<file path="src/srb_pkg.sv">
// Shared types and constants of the binary S-record receiver.
`timescale 1ns / 1ps
`default_nettype none

package srb_pkg;

  // Width of a data length or byte index inside a record (up to 63 bytes).
  localparam int LEN_W = 6;

  localparam logic [7:0] CHAR_S     = 8'h53;
  localparam logic [7:0] CHAR_ZERO  = 8'h30;
  localparam logic [7:0] CHAR_NINE  = 8'h39;
  localparam logic [7:0] CHAR_TWO   = 8'h32;
  localparam logic [7:0] CHAR_THREE = 8'h33;
  localparam logic [7:0] CHAR_SIX   = 8'h36;
  localparam logic [7:0] CHAR_SEVEN = 8'h37;
  localparam logic [7:0] CHAR_EIGHT = 8'h38;

  localparam logic [23:0] COUNT_MAX   = 24'hFFFFFF;
  localparam logic [15:0] COUNT16_MAX = 16'hFFFF;

  localparam logic [2:0] ALEN_SHORT  = 3'd2;
  localparam logic [2:0] ALEN_MEDIUM = 3'd3;
  localparam logic [2:0] ALEN_LONG   = 3'd4;

  localparam logic [3:0] RT_DATA_LO  = 4'd1;
  localparam logic [3:0] RT_DATA_HI  = 4'd3;
  localparam logic [3:0] RT_COUNT16  = 4'd5;
  localparam logic [3:0] RT_COUNT24  = 4'd6;
  localparam logic [3:0] RT_START_LO = 4'd7;

  typedef enum logic [1:0] {
    KIND_WRITE  = 2'd0,
    KIND_ACCEPT = 2'd1,
    KIND_REJECT = 2'd2,
    KIND_STRAY  = 2'd3
  } kind_t;

  typedef enum logic [2:0] {
    PH_HUNT,
    PH_TYPE,
    PH_SIZE,
    PH_ADDR,
    PH_DATA,
    PH_CSUM
  } front_phase_t;

  typedef enum logic [1:0] {
    B_IDLE,
    B_FETCH,
    B_WRITE,
    B_FINAL
  } back_state_t;

  // One finished record (or stray byte) handed from the parser to the emitter.
  typedef struct packed {
    kind_t             kind;
    logic [3:0]        rt;
    logic [31:0]       addr;
    logic [LEN_W-1:0]  dlen;
    logic              bank;
    logic              writes;
  } job_t;

  typedef struct packed {
    logic             en;
    logic             bank;
    logic [LEN_W-1:0] idx;
    logic [7:0]       data;
  } mem_wr_t;

  typedef struct packed {
    logic en;
    logic bank;
  } bank_rel_t;

endpackage

`default_nettype wire

</file>
<file path="src/srb_front.sv">
// Record parser: takes link bytes, checks records and queues finished jobs.
`timescale 1ns / 1ps
`default_nettype none

module srb_front #(
  parameter int MAX_DATA = 32
) (
  input  wire logic             clk,
  input  wire logic             rst,
  input  wire logic             rx_valid,
  output logic                  rx_ready,
  input  wire logic [7:0]       rx_byte,
  input  wire logic [7:0]       max_size,
  input  wire logic             q_full,
  output logic                  job_push,
  output srb_pkg::job_t         job,
  output srb_pkg::mem_wr_t      wr,
  input  wire srb_pkg::bank_rel_t rel
);

  srb_pkg::front_phase_t phase, phase_next;
  logic [7:0]               type_digit;
  logic [7:0]               size_byte;
  logic [31:0]              address;
  logic [srb_pkg::LEN_W-1:0] byte_index;
  logic [7:0]               running_sum;
  logic                     wbank;
  logic [1:0]               busy;
  logic [1:0]               busy_next;

  logic [2:0]               alen;
  logic [8:0]               diff;
  logic                     dlen_ok;
  logic [srb_pkg::LEN_W-1:0] dlen;
  logic                     digit;
  logic [3:0]               rt;
  logic                     take;
  logic                     good;

  always_comb begin
    if (type_digit == srb_pkg::CHAR_TWO || type_digit == srb_pkg::CHAR_SIX ||
        type_digit == srb_pkg::CHAR_EIGHT) begin
      alen = srb_pkg::ALEN_MEDIUM;
    end else if (type_digit == srb_pkg::CHAR_THREE ||
                 type_digit == srb_pkg::CHAR_SEVEN) begin
      alen = srb_pkg::ALEN_LONG;
    end else begin
      alen = srb_pkg::ALEN_SHORT;
    end
  end

  // Data length is size minus address length minus one; out of range means none.
  assign diff    = {1'b0, size_byte} - {6'd0, alen} - 9'd1;
  assign dlen_ok = !diff[8] && (diff[7:0] != 8'd0) && (diff[7:0] <= 8'(MAX_DATA));
  assign dlen    = dlen_ok ? diff[srb_pkg::LEN_W-1:0] : '0;

  assign digit = (type_digit >= srb_pkg::CHAR_ZERO) && (type_digit <= srb_pkg::CHAR_NINE);
  assign rt    = digit ? type_digit[3:0] : 4'd0;
  assign good  = digit && (size_byte <= max_size) && ((~running_sum) == rx_byte);

  assign rx_ready = !q_full && !(phase == srb_pkg::PH_DATA && busy[wbank]);
  assign take     = rx_valid && rx_ready;

  always_comb begin
    phase_next = phase;
    if (take) begin
      case (phase)
        srb_pkg::PH_HUNT: if (rx_byte == srb_pkg::CHAR_S) phase_next = srb_pkg::PH_TYPE;
        srb_pkg::PH_TYPE: phase_next = srb_pkg::PH_SIZE;
        srb_pkg::PH_SIZE: phase_next = srb_pkg::PH_ADDR;
        srb_pkg::PH_ADDR: begin
          if ({{(srb_pkg::LEN_W-3){1'b0}}, alen} == byte_index + 1'b1) begin
            phase_next = (dlen != '0) ? srb_pkg::PH_DATA : srb_pkg::PH_CSUM;
          end
        end
        srb_pkg::PH_DATA: if (byte_index + 1'b1 == dlen) phase_next = srb_pkg::PH_CSUM;
        srb_pkg::PH_CSUM: phase_next = srb_pkg::PH_HUNT;
        default: phase_next = srb_pkg::PH_HUNT;
      endcase
    end
  end

  always_comb begin
    job_push   = 1'b0;
    job.kind   = srb_pkg::KIND_STRAY;
    job.rt     = 4'd0;
    job.addr   = address;
    job.dlen   = dlen;
    job.bank   = wbank;
    job.writes = 1'b0;
    wr.en      = 1'b0;
    wr.bank    = wbank;
    wr.idx     = byte_index;
    wr.data    = rx_byte;
    case (phase)
      srb_pkg::PH_HUNT: job_push = take && (rx_byte != srb_pkg::CHAR_S);
      srb_pkg::PH_DATA: wr.en = take;
      srb_pkg::PH_CSUM: begin
        job_push   = take;
        job.rt     = rt;
        job.kind   = good ? srb_pkg::KIND_ACCEPT : srb_pkg::KIND_REJECT;
        job.writes = good && (rt >= srb_pkg::RT_DATA_LO) && (rt <= srb_pkg::RT_DATA_HI) &&
                     (dlen != '0);
      end
      default: job_push = 1'b0;
    endcase
  end

  // A bank stays busy until the emitter has read out its write burst.
  always_comb begin
    busy_next = busy;
    if (rel.en) busy_next[rel.bank] = 1'b0;
    if (job_push && job.writes) busy_next[wbank] = 1'b1;
  end

  always_ff @(posedge clk) begin
    if (rst) begin
      phase       <= srb_pkg::PH_HUNT;
      type_digit  <= 8'd0;
      size_byte   <= 8'd0;
      address     <= 32'd0;
      byte_index  <= '0;
      running_sum <= 8'd0;
      wbank       <= 1'b0;
      busy        <= 2'b00;
    end else begin
      phase <= phase_next;
      if (take) begin
        case (phase)
          srb_pkg::PH_TYPE: type_digit <= rx_byte;
          srb_pkg::PH_SIZE: begin
            size_byte   <= rx_byte;
            running_sum <= rx_byte;
            address     <= 32'd0;
            byte_index  <= '0;
          end
          srb_pkg::PH_ADDR: begin
            address     <= {address[23:0], rx_byte};
            running_sum <= running_sum + rx_byte;
            byte_index  <= (phase_next == srb_pkg::PH_ADDR) ? byte_index + 1'b1 : '0;
          end
          srb_pkg::PH_DATA: begin
            running_sum <= running_sum + rx_byte;
            byte_index  <= byte_index + 1'b1;
          end
          default: running_sum <= running_sum;
        endcase
      end
      busy <= busy_next;
      if (job_push && job.writes) begin
        wbank <= ~wbank;
      end
    end
  end

endmodule

`default_nettype wire

</file>
<file path="src/srb_queue.sv">
// Two-entry job queue between the parser and the result emitter.
`timescale 1ns / 1ps
`default_nettype none

module srb_queue (
  input  wire logic          clk,
  input  wire logic          rst,
  input  wire logic          push,
  input  wire srb_pkg::job_t push_job,
  output logic               full,
  input  wire logic          pop,
  output logic               head_valid,
  output srb_pkg::job_t      head_job
);

  srb_pkg::job_t slots [2];
  logic          wptr;
  logic          rptr;
  logic [1:0]    count;

  assign full       = (count == 2'd2);
  assign head_valid = (count != 2'd0);
  assign head_job   = slots[rptr];

  always_ff @(posedge clk) begin
    if (push) slots[wptr] <= push_job;
  end

  always_ff @(posedge clk) begin
    if (rst) begin
      wptr  <= 1'b0;
      rptr  <= 1'b0;
      count <= 2'd0;
    end else begin
      if (push) wptr <= ~wptr;
      if (pop)  rptr <= ~rptr;
      count <= count + {1'b0, push} - {1'b0, pop};
    end
  end

endmodule

`default_nettype wire

</file>
<file path="src/srb_back.sv">
// Result emitter: data buffer, write bursts, record counter and output register.
`timescale 1ns / 1ps
`default_nettype none

module srb_back #(
  parameter int MAX_DATA = 32
) (
  input  wire logic             clk,
  input  wire logic             rst,
  input  wire srb_pkg::mem_wr_t wr,
  input  wire logic             q_valid,
  input  wire srb_pkg::job_t    q_job,
  output logic                  q_pop,
  output srb_pkg::bank_rel_t    rel,
  output logic                  out_valid,
  input  wire logic             out_ready,
  output srb_pkg::kind_t        out_kind,
  output logic [31:0]           out_write_address,
  output logic [7:0]            out_write_byte,
  output logic [3:0]            out_record_type,
  output logic                  out_count_mismatch,
  output logic [31:0]           out_entry_address,
  output logic                  out_end_of_download,
  output logic                  out_last
);

  localparam int IW = (MAX_DATA > 1) ? $clog2(MAX_DATA) : 1;

  // Two banks so the parser can fill one record while the other drains.
  logic [7:0] mem [2**(IW+1)];
  logic [7:0] rd_data;

  srb_pkg::back_state_t     state, state_next;
  srb_pkg::job_t            job_r;
  logic [srb_pkg::LEN_W-1:0] idx;
  logic [23:0]              count;
  logic                     out_free;
  logic                     load_write;
  logic                     load_final;

  srb_pkg::kind_t f_kind;
  logic           f_mm;
  logic [31:0]    f_sa;
  logic           f_eod;
  logic           is_data_rec;

  always_ff @(posedge clk) begin
    if (wr.en) mem[{wr.bank, wr.idx[IW-1:0]}] <= wr.data;
    rd_data <= mem[{job_r.bank, idx[IW-1:0]}];
  end

  assign out_free = !out_valid || out_ready;

  always_comb begin
    state_next = state;
    case (state)
      srb_pkg::B_IDLE:  if (q_valid) state_next = q_job.writes ? srb_pkg::B_FETCH : srb_pkg::B_FINAL;
      srb_pkg::B_FETCH: state_next = srb_pkg::B_WRITE;
      srb_pkg::B_WRITE: begin
        if (out_free) begin
          state_next = (idx + 1'b1 == job_r.dlen) ? srb_pkg::B_FINAL : srb_pkg::B_FETCH;
        end
      end
      srb_pkg::B_FINAL: if (out_free) state_next = srb_pkg::B_IDLE;
      default: state_next = srb_pkg::B_IDLE;
    endcase
  end

  always_comb begin
    q_pop      = (state == srb_pkg::B_IDLE) && q_valid;
    load_write = (state == srb_pkg::B_WRITE) && out_free;
    load_final = (state == srb_pkg::B_FINAL) && out_free;
    rel.en     = load_final && job_r.writes;
    rel.bank   = job_r.bank;
  end

  assign is_data_rec = (job_r.rt >= srb_pkg::RT_DATA_LO) && (job_r.rt <= srb_pkg::RT_DATA_HI);

  always_comb begin
    f_kind = job_r.kind;
    f_mm   = 1'b0;
    f_sa   = 32'd0;
    f_eod  = 1'b0;
    if (job_r.kind == srb_pkg::KIND_ACCEPT) begin
      if (job_r.rt == srb_pkg::RT_COUNT16) begin
        f_mm = ({8'd0, job_r.addr[15:0] & srb_pkg::COUNT16_MAX}) != count;
      end else if (job_r.rt == srb_pkg::RT_COUNT24) begin
        f_mm = (job_r.addr[23:0] & srb_pkg::COUNT_MAX) != count;
      end else if (job_r.rt >= srb_pkg::RT_START_LO) begin
        f_sa  = job_r.addr;
        f_eod = 1'b1;
      end
    end
  end

  always_ff @(posedge clk) begin
    if (q_pop) job_r <= q_job;
    if (q_pop) begin
      idx <= '0;
    end else if (load_write) begin
      idx <= idx + 1'b1;
    end
    if (load_write) begin
      out_kind            <= srb_pkg::KIND_WRITE;
      out_write_address   <= job_r.addr + {{(32-srb_pkg::LEN_W){1'b0}}, idx};
      out_write_byte      <= rd_data;
      out_record_type     <= job_r.rt;
      out_count_mismatch  <= 1'b0;
      out_entry_address   <= 32'd0;
      out_end_of_download <= 1'b0;
      out_last            <= 1'b0;
    end else if (load_final) begin
      out_kind            <= f_kind;
      out_write_address   <= 32'd0;
      out_write_byte      <= 8'd0;
      out_record_type     <= job_r.rt;
      out_count_mismatch  <= f_mm;
      out_entry_address   <= f_sa;
      out_end_of_download <= f_eod;
      out_last            <= 1'b1;
    end
  end

  always_ff @(posedge clk) begin
    if (rst) begin
      state     <= srb_pkg::B_IDLE;
      out_valid <= 1'b0;
      count     <= 24'd0;
    end else begin
      state <= state_next;
      if (load_write || load_final) begin
        out_valid <= 1'b1;
      end else if (out_ready) begin
        out_valid <= 1'b0;
      end
      if (load_final && job_r.kind == srb_pkg::KIND_ACCEPT) begin
        if (is_data_rec && count != srb_pkg::COUNT_MAX) begin
          count <= count + 24'd1;
        end else if (job_r.rt >= srb_pkg::RT_START_LO) begin
          count <= 24'd0;
        end
      end
    end
  end

endmodule

`default_nettype wire

</file>
<file path="src/srecord_binary_receiver.sv">
// Top level of the binary S-record receiver.
//
//   channel   direction  handshake            payload
//   s_axis    in         s_tvalid / s_tready  s_tdata: rx_byte
//   m_axis    out        m_tvalid / m_tready  m_tdata, m_tuser: kind, m_tlast: last
//   cfg       in         cfg_valid/cfg_ready  cfg_data: max_record_size
//
// The parser takes one word per cycle. A record's results leave through a
// registered output: the job is popped from the queue, each data write takes a
// buffer read, then a load, and the closing accept or reject follows; the
// write pace is set by the registered buffer read. A two-entry job queue lets
// the parser run ahead; it stalls when the queue is full, or on a data byte
// while both data banks hold undelivered writes. Synchronous reset clears all
// control state and sets max_record_size to 37.
`timescale 1ns / 1ps
`default_nettype none

module srecord_binary_receiver #(
  parameter int MAX_DATA = 32
) (
  input  wire logic        clk,
  input  wire logic        rst,
  input  wire logic        s_tvalid,
  output logic             s_tready,
  input  wire logic [7:0]  s_tdata,   // [7:0] rx_byte
  output logic             m_tvalid,
  input  wire logic        m_tready,
  output logic [79:0]      m_tdata,   // [31:0] write_address, [39:32] write_byte,
                                      // [43:40] record_type, [44] count_mismatch,
                                      // [76:45] entry_address, [77] end_of_download
  output logic [1:0]       m_tuser,   // [1:0] kind
  output logic             m_tlast,
  input  wire logic        cfg_valid,
  output logic             cfg_ready,
  input  wire logic [7:0]  cfg_data
);

  logic [7:0]          max_size;
  logic                q_full;
  logic                q_push;
  logic                q_pop;
  logic                q_valid;
  srb_pkg::job_t       push_job;
  srb_pkg::job_t       head_job;
  srb_pkg::mem_wr_t    wr;
  srb_pkg::bank_rel_t  rel;
  srb_pkg::kind_t      out_kind;
  logic [31:0]         out_write_address;
  logic [7:0]          out_write_byte;
  logic [3:0]          out_record_type;
  logic                out_count_mismatch;
  logic [31:0]         out_entry_address;
  logic                out_end_of_download;

  assign cfg_ready = 1'b1;

  always_ff @(posedge clk) begin
    if (rst) begin
      max_size <= 8'd37;
    end else if (cfg_valid && cfg_ready) begin
      max_size <= cfg_data;
    end
  end

  srb_front #(.MAX_DATA(MAX_DATA)) u_front (
    .clk      (clk),
    .rst      (rst),
    .rx_valid (s_tvalid),
    .rx_ready (s_tready),
    .rx_byte  (s_tdata),
    .max_size (max_size),
    .q_full   (q_full),
    .job_push (q_push),
    .job      (push_job),
    .wr       (wr),
    .rel      (rel)
  );

  srb_queue u_queue (
    .clk        (clk),
    .rst        (rst),
    .push       (q_push),
    .push_job   (push_job),
    .full       (q_full),
    .pop        (q_pop),
    .head_valid (q_valid),
    .head_job   (head_job)
  );

  srb_back #(.MAX_DATA(MAX_DATA)) u_back (
    .clk                 (clk),
    .rst                 (rst),
    .wr                  (wr),
    .q_valid             (q_valid),
    .q_job               (head_job),
    .q_pop               (q_pop),
    .rel                 (rel),
    .out_valid           (m_tvalid),
    .out_ready           (m_tready),
    .out_kind            (out_kind),
    .out_write_address   (out_write_address),
    .out_write_byte      (out_write_byte),
    .out_record_type     (out_record_type),
    .out_count_mismatch  (out_count_mismatch),
    .out_entry_address   (out_entry_address),
    .out_end_of_download (out_end_of_download),
    .out_last            (m_tlast)
  );

  assign m_tuser = out_kind;
  assign m_tdata = {2'b00, out_end_of_download, out_entry_address, out_count_mismatch,
                    out_record_type, out_write_byte, out_write_address};

  // A data write is never the final word of a burst.
  a_write_not_last: assert property (@(posedge clk) disable iff (rst)
    m_tvalid && (m_tuser == srb_pkg::KIND_WRITE) |-> !m_tlast)
    else $error("data write word carries tlast");

  // The parser never pushes a job into a full queue.
  a_no_overflow: assert property (@(posedge clk) disable iff (rst)
    q_push |-> !q_full)
    else $error("job pushed into full queue");

  // End of download only appears on the closing accept of a record.
  a_eod_on_accept: assert property (@(posedge clk) disable iff (rst)
    m_tvalid && out_end_of_download |-> (m_tuser == srb_pkg::KIND_ACCEPT) && m_tlast)
    else $error("end of download on a word that is not a final accept");

  // A bank is never released in the same cycle as a new job is popped.
  a_release_after_write: assert property (@(posedge clk) disable iff (rst)
    rel.en |-> q_pop == 1'b0)
    else $error("bank released while a new job is popped");

endmodule

`default_nettype wire
</file>
<file path="config.mk">
export PLATFORM = sky130hd
export DESIGN_NAME = srecord_binary_receiver
export DESIGN_NICKNAME = d
export VERILOG_FILES = /design/src/srb_pkg.sv /design/src/srb_front.sv /design/src/srb_queue.sv /design/src/srb_back.sv /design/src/srecord_binary_receiver.sv
export SDC_FILE = /design/constraint.sdc
export NUM_CORES = 1
export LEC_CHECK = 0
export ABC_AREA = 1
export BUFFER_PORTS_ARGS = -buffer_cell sky130_fd_sc_hd__buf_4
export CORE_MARGIN = 10
export CORE_UTILIZATION = 41
export CTS_BUF_LIST = sky130_fd_sc_hd__clkbuf_16
export CTS_CLUSTER_SIZE = 20
export DETAILED_ROUTE_END_ITERATION = 8
export GPL_ROUTABILITY_DRIVEN = 1
export PLACE_DENSITY = 0.55
export SYNTH_ARGS = -nofsm -noshare
export SYNTH_HDL_FRONTEND = slang
export SYNTH_SLANG_ARGS = --single-unit
</file>
<file path="constraint.sdc">
create_clock -name clk -period 6.14 [get_ports clk]
set_clock_uncertainty 0.2 [all_clocks]
set_input_delay 1.842 -clock clk [delete_from_list [all_inputs] [get_ports clk]]
set_output_delay 1.842 -clock clk [all_outputs]
set_load 0.03 [all_outputs]
</file>
==> run_results.csv, run 1 <==
group,metric,value,unit
outcome,outcome,"finished clean",
layout,finalNetCount,3203,
sta,hold-worst-slack,0.2553,ns
layout,layout_common_cells,"edfxtp_1 (694), nor2_1 (522), o21ai_0 (430)",
yosys,synth-simple-area-share,12.05,%
critical_path,critPathMaxFanout,69,
yosys,synth_mux_area_share,1.433,%
power,p_int,10.81,mW
floorplanning,die_h,313.7,microns
clock_tree,clkSinkCount,853,
detailed_routing,vias,24390,
detailed_routing,routed_wl,98.69,mm
clock_tree,clkTransAtPathRegs,0.06,ns
critical_path,path_class,"flip-flop to flip-flop",
placement,place.gp.congestion,0.8971,
yosys,netlist_area,35370,sq um
detailed_routing,vias_per_cell,5.580,
sta,worst_pin_slew,1.318,ns
sta,slew_headroom,12.02,%
critical_path,start_kind,"flip-flop",
clock_tree,cts_resized,0,
yosys,synthFlopType,"edfxtp_1",
detailed_routing,post-route-drc-count,0,
clock_tree,tritoncts,"done",
yosys,synth_compound_area_share,12.29,%
floorplanning,fp.dieArea,98410,sq um
yosys,ys_seq_elements,853,
detailed_routing,ant_nets,0,
clock_tree,cts_hold_buf,0,
placement,placed_area,37100,sq um
critical_path,crit_arrival,4.45,ns
grt,grt_pass1_wl,147.6,mm
yosys,avgSynthCellArea,11.41,sq um
layout,synthToLayoutAreaGrowth,12.82,%
yosys,synth_top_family_by_area,"compound AO/OA/AOI/OAI gates",
grt,antenna_found_initial,1,
detailed_routing,drt-initial-drc-count,2381,
sta,fin_crit_sh,69.36,%
placement,hpwl,64.82,mm
sta,tns,0,ns
floorplanning,start_util,41.41,%
floorplanning,die_w,313.7,microns
floorplanning,core-area,85410,sq um
power,max-vdd-ir-drop,0.2396,mV
clock_tree,htreeDepth,3,
sta,setup_viol,0,
clock_tree,cts_buffers,90,
placement,dp_slack,1.278,ns
power,switching_share,33.96,%
sta,drv_slew,0,
placement,port_buffers,103,
yosys,synth_fa_ha_area_share,1.196,%
clock_tree,cts-root-buf,"clkbuf_16",
power,p_switching,5.560,mW
sta,fmax,0.2348,GHz
critical_path,reg2reg_depth,15,
layout,design_area,39900,sq um
power,p_clk_share,31.5,%
grt,grt_pass1_vias,23960,
grt,overflow,0,
detailed_routing,wire_per_inst,22.57,microns
yosys,synthArstFlopShare,0,%
floorplanning,rows,107,
power,powerDensity,410.3,nW/um^2
yosys,synthXorXnorAreaFrac,1.090,%
sta,period_minus_slack,4.259,ns
detailed_routing,firstDrtPassIters,6,
layout,final_common_cell,"edfxtp_1",
yosys,postSynthCellCount,3099,
yosys,synth.distinct_cells,60,
clock_tree,clockBufferDepth,3,
yosys,synth-edff-count,694,
worst_hold_path,holdCritPathClass,"flip-flop to flip-flop",
worst_hold_path,hold_depth,1,
grt,grt_max_degree,122,
sta,rsz0062_at_grt,"no",
grt,groute.usage.overall,19.41,%
yosys,ys_seq_area_share,67.92,%
layout,drive_gt1_share,11.99,%
power,pwr-share-seq,45.1,%
power,p_comb_share,23.4,%
sta,fin_ws,1.881,ns
critical_path,cp.required,6.33,ns
clock_tree,insertion_delay,0.66,ns
yosys,ys_warn_count,0,
sta,finalHoldViolations,0,
power,p_leak,13.60,nW
clock_tree,cts_setup_buffers,0,
floorplanning,ios,107,
layout,antenna_cells,0,
critical_path,cp-end-kind,"flip-flop",
job,drv_cap,0,
## synthesized netlist by cell type (5+ instances only)
library cell | instances | area share, %
ha_1 | 29 | 1.0
nand4_1 | 31 | 0.55
o22ai_1 | 142 | 2.5
a21oi_1 | 124 | 1.8
xnor2_1 | 17 | 0.42
dfxtp_1 | 159 | 9.0
o221ai_1 | 19 | 0.47
nor3_1 | 31 | 0.44
nor4_1 | 10 | 0.18
nor2_1 | 527 | 5.6
xor2_1 | 27 | 0.67
nor3_2 | 5 | 0.14
buf_4 | 7 | 0.15
o21ai_1 | 9 | 0.13
o21a_1 | 6 | 0.13
nand3_1 | 103 | 1.5
mux2_2 | 45 | 1.4
nor2_4 | 6 | 0.19
edfxtp_1 | 694 | 59
o21ai_0 | 430 | 6.1
buf_2 | 29 | 0.41
o211ai_1 | 8 | 0.17
a32o_1 | 11 | 0.31
inv_1 | 158 | 1.7
clkbuf_1 | 129 | 1.4
nor2_2 | 9 | 0.16
nand2_1 | 236 | 2.5
a21oi_2 | 10 | 0.25
nand2_2 | 18 | 0.32
nand3b_1 | 5 | 0.11
inv_2 | 11 | 0.12
## metal layers
metal / GRT usage (%) / vias up / share of wire (%)
met3: 3.156 / 130 / 7.2
met1: 26.87 / 12080 / 44
met2: 30.95 / 944 / 46
met4: 6.257 / 0 / 2.5
li1: - / 11240 / -
met5: 0 / - / 0
## power groups by stage
stage / Combinational, mW / Clock [mW] / Sequential [mW]
5_1_grt: 4.21 / 5.49 / 7.42
3_5_place_dp: 3.81 / 0 / 7.49
2_1_floorplan: 2.40 / 0 / 7.39
4_1_cts: 3.82 / 5.25 / 7.37
3_3_place_gp: 3.79 / 0 / 7.48
6_report: 3.84 / 5.16 / 7.38
## cell type report
class	count	area, sq um
tap	1144	1431
inverter	172	659.4
clock buffer	90	2252
sequential	853	24030
clock inverter	80	553.0
fill	7803	45510
timing repair buffer	133	1011
multi-input combinational	1900	9962
## final timing paths
path | startpoint | slack [ns] | end
worst min register to register | u_queue.rptr | 0.26 | u_queue.rptr
worst max register to register | u_back.idx[1] | 1.88 | u_back.out_write_address[28]
worst max-delay path | u_back.idx[1] | 1.88 | u_back.out_write_address[28]
worst min-delay path | u_queue.rptr | 0.26 | u_queue.rptr
## flip-flops by register name, indices dropped and copies added (netlist names), 8 cells and up, named ones only
register	count
max_size	8
u_back.count	24
u_back.job_r	43
u_back.mem	512
u_back.out_entry_address	32
u_back.out_write_address	32
u_back.out_write_byte	8
u_back.rd_data	8
u_front.address	32
u_front.running_sum	8
u_front.size_byte	8
u_front.type_digit	8
u_queue.slots	92
## critical path, cell delays in order, from the launching register on
cell,delay (ns)
dfxtp_4,0.77
clkinv_2,0.84
fa_1,0.71
nor2_1,0.16
o21ai_1,0.08
and2_1,0.16
nor2_1,0.10
nor2_1,0.06
o21ai_2,0.21
inv_2,0.10
nor2_4,0.17
nand2_2,0.10
nor2_2,0.16
nand2_1,0.07
nand2_1,0.07
a21oi_1,0.06
## stage by stage
stage          instances  power [mW]  utilization (%)
6_report            4372       16.37            46.72
5_1_grt             4372       17.11            46.72
4_1_cts             4372       16.45            46.72
3_5_place_dp        4202       11.30            43.43
3_3_place_gp        4202       11.27            43.43
2_1_floorplan       3100       9.789                -
## logic make-up after synthesis
kind of cell,count (synthesis)
simple gates,995
flops,853
compound gates,781
buf+inv,347
mux,45
xor+xnor,44
fa+ha+maj,32
other cells,2
Note: power is estimated with default switching activity, not from simulation.
==> run 2: changes to the inputs <==
==> constraint.sdc (replaced) <==
create_clock -name clk -period 4.4 [get_ports clk]
set_clock_uncertainty 0.2 [all_clocks]
set_input_delay 1.32 -clock clk [delete_from_list [all_inputs] [get_ports clk]]
set_output_delay 1.32 -clock clk [all_outputs]
set_load 0.03 [all_outputs]
==> run 2 against run 1 <==
Effect of this change:
- die area is the same
- combinational power up 49%
- critical path depth rose by 3
- clock power up 38%
- total power increased by 40%
- sequential share of layout area decreased by 0.64 points
- flip-flop and latch count did not move
- critical endpoint is now u_front.phase[0]
- non-clock buffer count is 57 higher
- first-iteration DRC count barely moved
- register-to-register slack lost 0.95 ns
- cell count grew 1.2%
==> run_results.csv, run 2 (synthesis gave the netlist of run 1 again) <==
group,metric,value,unit
outcome,outcome,"finished clean",
layout,post-route-util,47.22,%
power,pwr-share-seq,44.1,%
clock_tree,htreeDepth,3,
grt,antenna_found_initial,0,
sta,slew_headroom,24.99,%
floorplanning,ios,107,
clock_tree,cts_hold_buf,0,
critical_path,r2r_slack,0.93,ns
critical_path,start_kind,"flip-flop",
clock_tree,insertion_delay,0.65,ns
grt,grt_max_degree,135,
sta,rsz0062_at_grt,"no",
clock_tree,clockBufferDepth,3,
critical_path,path_cells,"o21a_1 > nor2_4 > nand3_1 > ha_1 > inv_1 > nand2_1 > nand2_1 > nand2_1 > nand2_1 > nand3_1 > nor3_1 > nand2_1 > nand2_1 > nor2_1 > nand3_1 > nand4_1 > nand2_1 > nor2_1",
critical_path,path_class,"flip-flop to flip-flop",
grt,overflow,0,
clock_tree,cts_setup_buffers,0,
critical_path,cpPeakStageDelay,0.49,ns
placement,hpwl,64.15,mm
power,p_switching,7.830,mW
grt,groute.usage.overall,19.48,%
critical_path,cp-startpoint,"u_front.type_digit[1]",
detailed_routing,wire_per_inst,22.34,microns
critical_path,cp.required,4.71,ns
sta,fin_crit_sh,78.89,%
clock_tree,cts-root-buf,"clkbuf_16",
power,p_int,15.14,mW
floorplanning,fp.dieArea,98410,sq um
placement,dp_slack,0.7539,ns
detailed_routing,post-route-drc-count,0,
power,p_comb_share,24.9,%
layout,largest_reg_flops,512,
power,p_leak,13.91,nW
critical_path,cp-endpoint,"u_front.phase[0]",
critical_path,timing.rr.start,"u_front.type_digit[1]",
sta,hold-worst-slack,0.2556,ns
layout,synthToLayoutAreaGrowth,14.03,%
worst_hold_path,holdCritPathClass,"flip-flop to flip-flop",
layout,antenna_cells,0,
power,powerDensity,569.5,nW/um^2
clock_tree,tritoncts,"done",
placement,placed_area,37590,sq um
clock_tree,cts_buffers,88,
sta,fin_ws,0.9290,ns
layout,drive_gt1_share,13.51,%
sta,worst_pin_slew,1.124,ns
layout,finalNetCount,3258,
placement,port_buffers,103,
placement,place.gp.congestion,0.8648,
detailed_routing,ant_nets,0,
floorplanning,rows,107,
layout,layout_common_cells,"edfxtp_1 (694), nor2_1 (522), o21ai_0 (430)",
power,switching_share,34.09,%
critical_path,slowest_stage,"nor3_1",
detailed_routing,vias_per_cell,5.497,
sta,setup_viol,0,
power,max-vdd-ir-drop,0.5078,mV
power,p_total,22.97,mW
layout,design_area,40330,sq um
detailed_routing,vias,24310,
layout,final_cells,4423,
sta,period_minus_slack,3.471,ns
detailed_routing,firstDrtPassIters,6,
critical_path,cp-end-kind,"flip-flop",
floorplanning,die_w,313.7,microns
clock_tree,clkSinkCount,853,
sta,drv_slew,0,
detailed_routing,routed_wl,98.80,mm
layout,final_common_cell,"edfxtp_1",
critical_path,crit_arrival,3.78,ns
floorplanning,die_h,313.7,microns
critical_path,critPathMaxFanout,8,
clock_tree,cts_resized,0,
grt,grt_pass1_vias,23800,
critical_path,reg2reg_depth,18,
critical_path,r2r_end,"u_front.phase[0]",
critical_path,path_common_cell,"nand2_1",
power,p_clk_share,30.9,%
clock_tree,clkTransAtPathRegs,0.06,ns
detailed_routing,drt-initial-drc-count,2379,
floorplanning,core-area,85410,sq um
grt,grt_pass1_wl,148.9,mm
sta,fmax,0.2881,GHz
placement,dp_cells,4259,
job,drv_cap,0,
sta,tns,0,ns
sta,finalHoldViolations,0,
floorplanning,start_util,41.41,%
run 2: cell types whose count changed in the layout (fill, tap and decap cells not counted), sizes merged:
cell	previous run	this run
buf	133	190
bufinv	4	3
clkbuf	90	91
clkinv	43	42
clkinvlp	5	3
inv	200	197
run 2: worst max-delay path, delay by kind of cell, from the launching register on:
kind / cells / cell delay (ns)
buffers and inverters: 1 / 0.12
adder cells (fa/ha/maj): 1 / 0.42
AO/OA/AOI/OAI: 1 / 0.23
AND/OR/NAND/NOR: 15 / 2.03
flip-flops: 1 / 0.37
run 2: power by group through the flow:
stage	registers [mW]	logic [mW]	clock network, mW
floorplan	10.3	3.35	0
global placement	10.3	5.64	0
detailed placement	10.3	5.68	0
CTS	10.1	5.71	7.22
global route	10.2	6.23	7.54
finish	10.1	5.73	7.10
run 2: final cells by class:
| class | instances | area (sq um) |
|---|---|---|
| Clock buffer | 91 | 2277 |
| Clock inverter | 73 | 466.7 |
| Timing Repair Buffer | 190 | 1501 |
| Fill cell | 7827 | 45080 |
| Multi-Input combinational cell | 1900 | 9962 |
| Sequential cell | 853 | 24030 |
| Inverter | 172 | 659.4 |
| Tap cell | 1144 | 1431 |
run 2: per-layer routing:
metal,up-vias,GRT usage [%],wire [microns]
met2,903,30.74,45260
met1,11900,26.92,44180
met5,-,0,0
met3,169,3.314,6453
met4,0,6.810,2904
li1,11350,-,-
run 2: worst min-delay path by stage:
stage	startpoint	end	slack, ns	cells after the start
3_5_place_dp	u_front.address[30]	u_queue.slots[1][38]	0.24	0
2_1_floorplan	u_queue.rptr	flip-flop	0.23	1
6_report	u_front.address[24]	u_queue.slots[1][32]	0.26	0
3_3_place_gp	u_queue.rptr	flip-flop	0.23	1
5_1_grt	u_front.address[30]	u_queue.slots[0][38]	0.27	0
4_1_cts	u_front.address[30]	u_queue.slots[1][38]	0.26	0
==> run 3: changes to the inputs <==
==> constraint.sdc (replaced) <==
create_clock -name clk -period 3.5 [get_ports clk]
set_clock_uncertainty 0.2 [all_clocks]
set_input_delay 1.05 -clock clk [delete_from_list [all_inputs] [get_ports clk]]
set_output_delay 1.05 -clock clk [all_outputs]
set_load 0.03 [all_outputs]
==> run 3 against run 2 <==
Effect of this change:
- cell count up 0.93%
- sequential power rose by 27%
- sequential share of layout area decreased by 0.63 points
- final area rose by 1.1%
- combinational power increased by 26%
- worst setup slack got worse by 0.69 ns
- flip-flop and latch count stayed put
- critical path depth is 2 higher
- highest routed layer unchanged
- total power increased by 26%
==> run_results.csv, run 3 (synthesis gave the netlist of run 1 again) <==
group,metric,value,unit
critical_path,cp.required,3.83,ns
outcome,outcome,"finished clean",
sta,hold-worst-slack,0.2565,ns
placement,place.gp.congestion,0.9108,
grt,grt_max_degree,131,
layout,drive_gt1_share,14.52,%
sta,fin_crit_sh,93.08,%
sta,drv_slew,0,
layout,largest_reg_flops,512,
critical_path,crit_arrival,3.58,ns
critical_path,cp-end-kind,"flip-flop",
layout,multi_input_area,9967,sq um
detailed_routing,firstDrtPassIters,5,
layout,finalNetCount,3300,
clock_tree,clkTransAtPathRegs,0.06,ns
clock_tree,cts_buffers,89,
critical_path,start_kind,"flip-flop",
layout,fillers,7659,
floorplanning,fp.dieArea,98410,sq um
grt,antenna_found_initial,1,
grt,grt_pass1_vias,23840,
worst_hold_path,holdCritPathClass,"flip-flop to flip-flop",
layout,final_common_cell,"edfxtp_1",
placement,port_buffers,103,
clock_tree,insertion_delay,0.66,ns
clock_tree,clockBufferDepth,3,
grt,overflow,0,
clock_tree,cts-root-buf,"clkbuf_16",
critical_path,path_class,"flip-flop to flip-flop",
clock_tree,clkSinkCount,853,
detailed_routing,wire_per_inst,22.27,microns
detailed_routing,post-route-drc-count,0,
grt,grt_pass1_wl,150.8,mm
floorplanning,rows,107,
sta,finalHoldViolations,0,
detailed_routing,vias,24530,
floorplanning,ios,107,
clock_tree,cts_hold_buf,0,
floorplanning,die_h,313.7,microns
power,p_leak,14.17,nW
sta,period_minus_slack,3.258,ns
grt,groute.usage.overall,19.76,%
sta,tns,0,ns
critical_path,critPathMaxFanout,8,
sta,slew_headroom,39.40,%
layout,seqCellArea,24030,sq um
floorplanning,core-area,85410,sq um
clock_tree,htreeDepth,3,
detailed_routing,routed_wl,99.40,mm
critical_path,r2r_slack,0.24,ns
power,powerDensity,710.8,nW/um^2
clock_tree,tritoncts,"done",
layout,design_area,40770,sq um
detailed_routing,vias_per_cell,5.494,
power,p_total,28.98,mW
layout,post-route-util,47.73,%
sta,fmax,0.3070,GHz
power,max-vdd-ir-drop,0.5387,mV
placement,hpwl,63.40,mm
detailed_routing,ant_nets,0,
sta,setup_viol,0,
sta,rsz0062_at_grt,"yes",
job,drv_cap,0,
detailed_routing,drt-initial-drc-count,2548,
floorplanning,die_w,313.7,microns
floorplanning,start_util,41.41,%
layout,synthToLayoutAreaGrowth,15.27,%
sta,worst_pin_slew,0.9090,ns
placement,placed_area,37960,sq um
layout,layout_common_cells,"edfxtp_1 (694), nor2_1 (522), o21ai_0 (430)",
-- run 3: changes by cell type in the layout (fill, tap and decap cells not counted), moves of 3 or more --
cell,before,now
clkinv_4,5,2
clkinv_2,19,14
clkinv_16,0,4
clkinv_1,17,13
buf_12,6,11
inv_1,177,184
buf_4,184,220
-- run 3: cell type report --
type,count,share of cell area [%]
Sequential cell,853,58.95
Multi-Input combinational cell,1900,24.45
Clock buffer,89,5.463
Timing Repair Buffer,231,4.591
Tap cell,1144,3.511
Inverter,172,1.617
Clock inverter,74,1.409
Antenna cell,1,0.006138
-- run 3: worst max-delay path, stage by stage (launching register included) --
cell,delay (ns)
dfxtp_1,0.40
o21a_1,0.19
nor2_4,0.07
o211ai_1,0.12
ha_1,0.24
inv_1,0.06
fa_1,0.37
inv_1,0.08
nand2_1,0.10
nand4_1,0.09
nand2_1,0.05
nand2_1,0.09
nand3_1,0.13
nor3_1,0.44
nand2_1,0.12
nand2_1,0.09
nor2_1,0.05
nand3_1,0.07
nand4_1,0.07
nand2_1,0.08
nor2_1,0.04
-- run 3: timing repair --
action                     CTS  global route
resized for setup            0             2
setup buffers                0             0
setup endpoints to repair    0             3
-- run 3: power by group --
group	switching, mW	internal [mW]	total (mW)
logic	5.06	2.17	7.23
clock network	3.99	4.98	8.97
registers	0.786	12.0	12.8
total	9.84	19.1	29.0
-- run 3: per-layer routing --
layer  routed length [microns]  global-route usage (%)  up-vias
met5                         0                       0        -
met2                     46400                   31.42      800
met3                      6197                   3.104      132
met1                     44530                   27.80    12180
met4                      2274                   5.619        0
li1                          -                       -    11420
-- run 3: path summary, 6_finish.rpt --
path / startpoint / end / cells after the start
max: u_front.type_digit[3] / u_front.phase[0] / 20
min: u_front.address[27] / u_queue.slots[1][35] / 0
max reg2reg: u_front.type_digit[3] / u_front.phase[0] / 20
min reg2reg: u_front.address[27] / u_queue.slots[1][35] / 0
-- run 3: metrics by stage --
stage          instances  setup WS [ns]
3_5_place_dp        4300         0.1612
4_1_cts             4463         0.2087
6_report            4464         0.2423
3_3_place_gp        4300         0.1170
2_1_floorplan       3100        0.02396
5_1_grt             4463       -0.05856
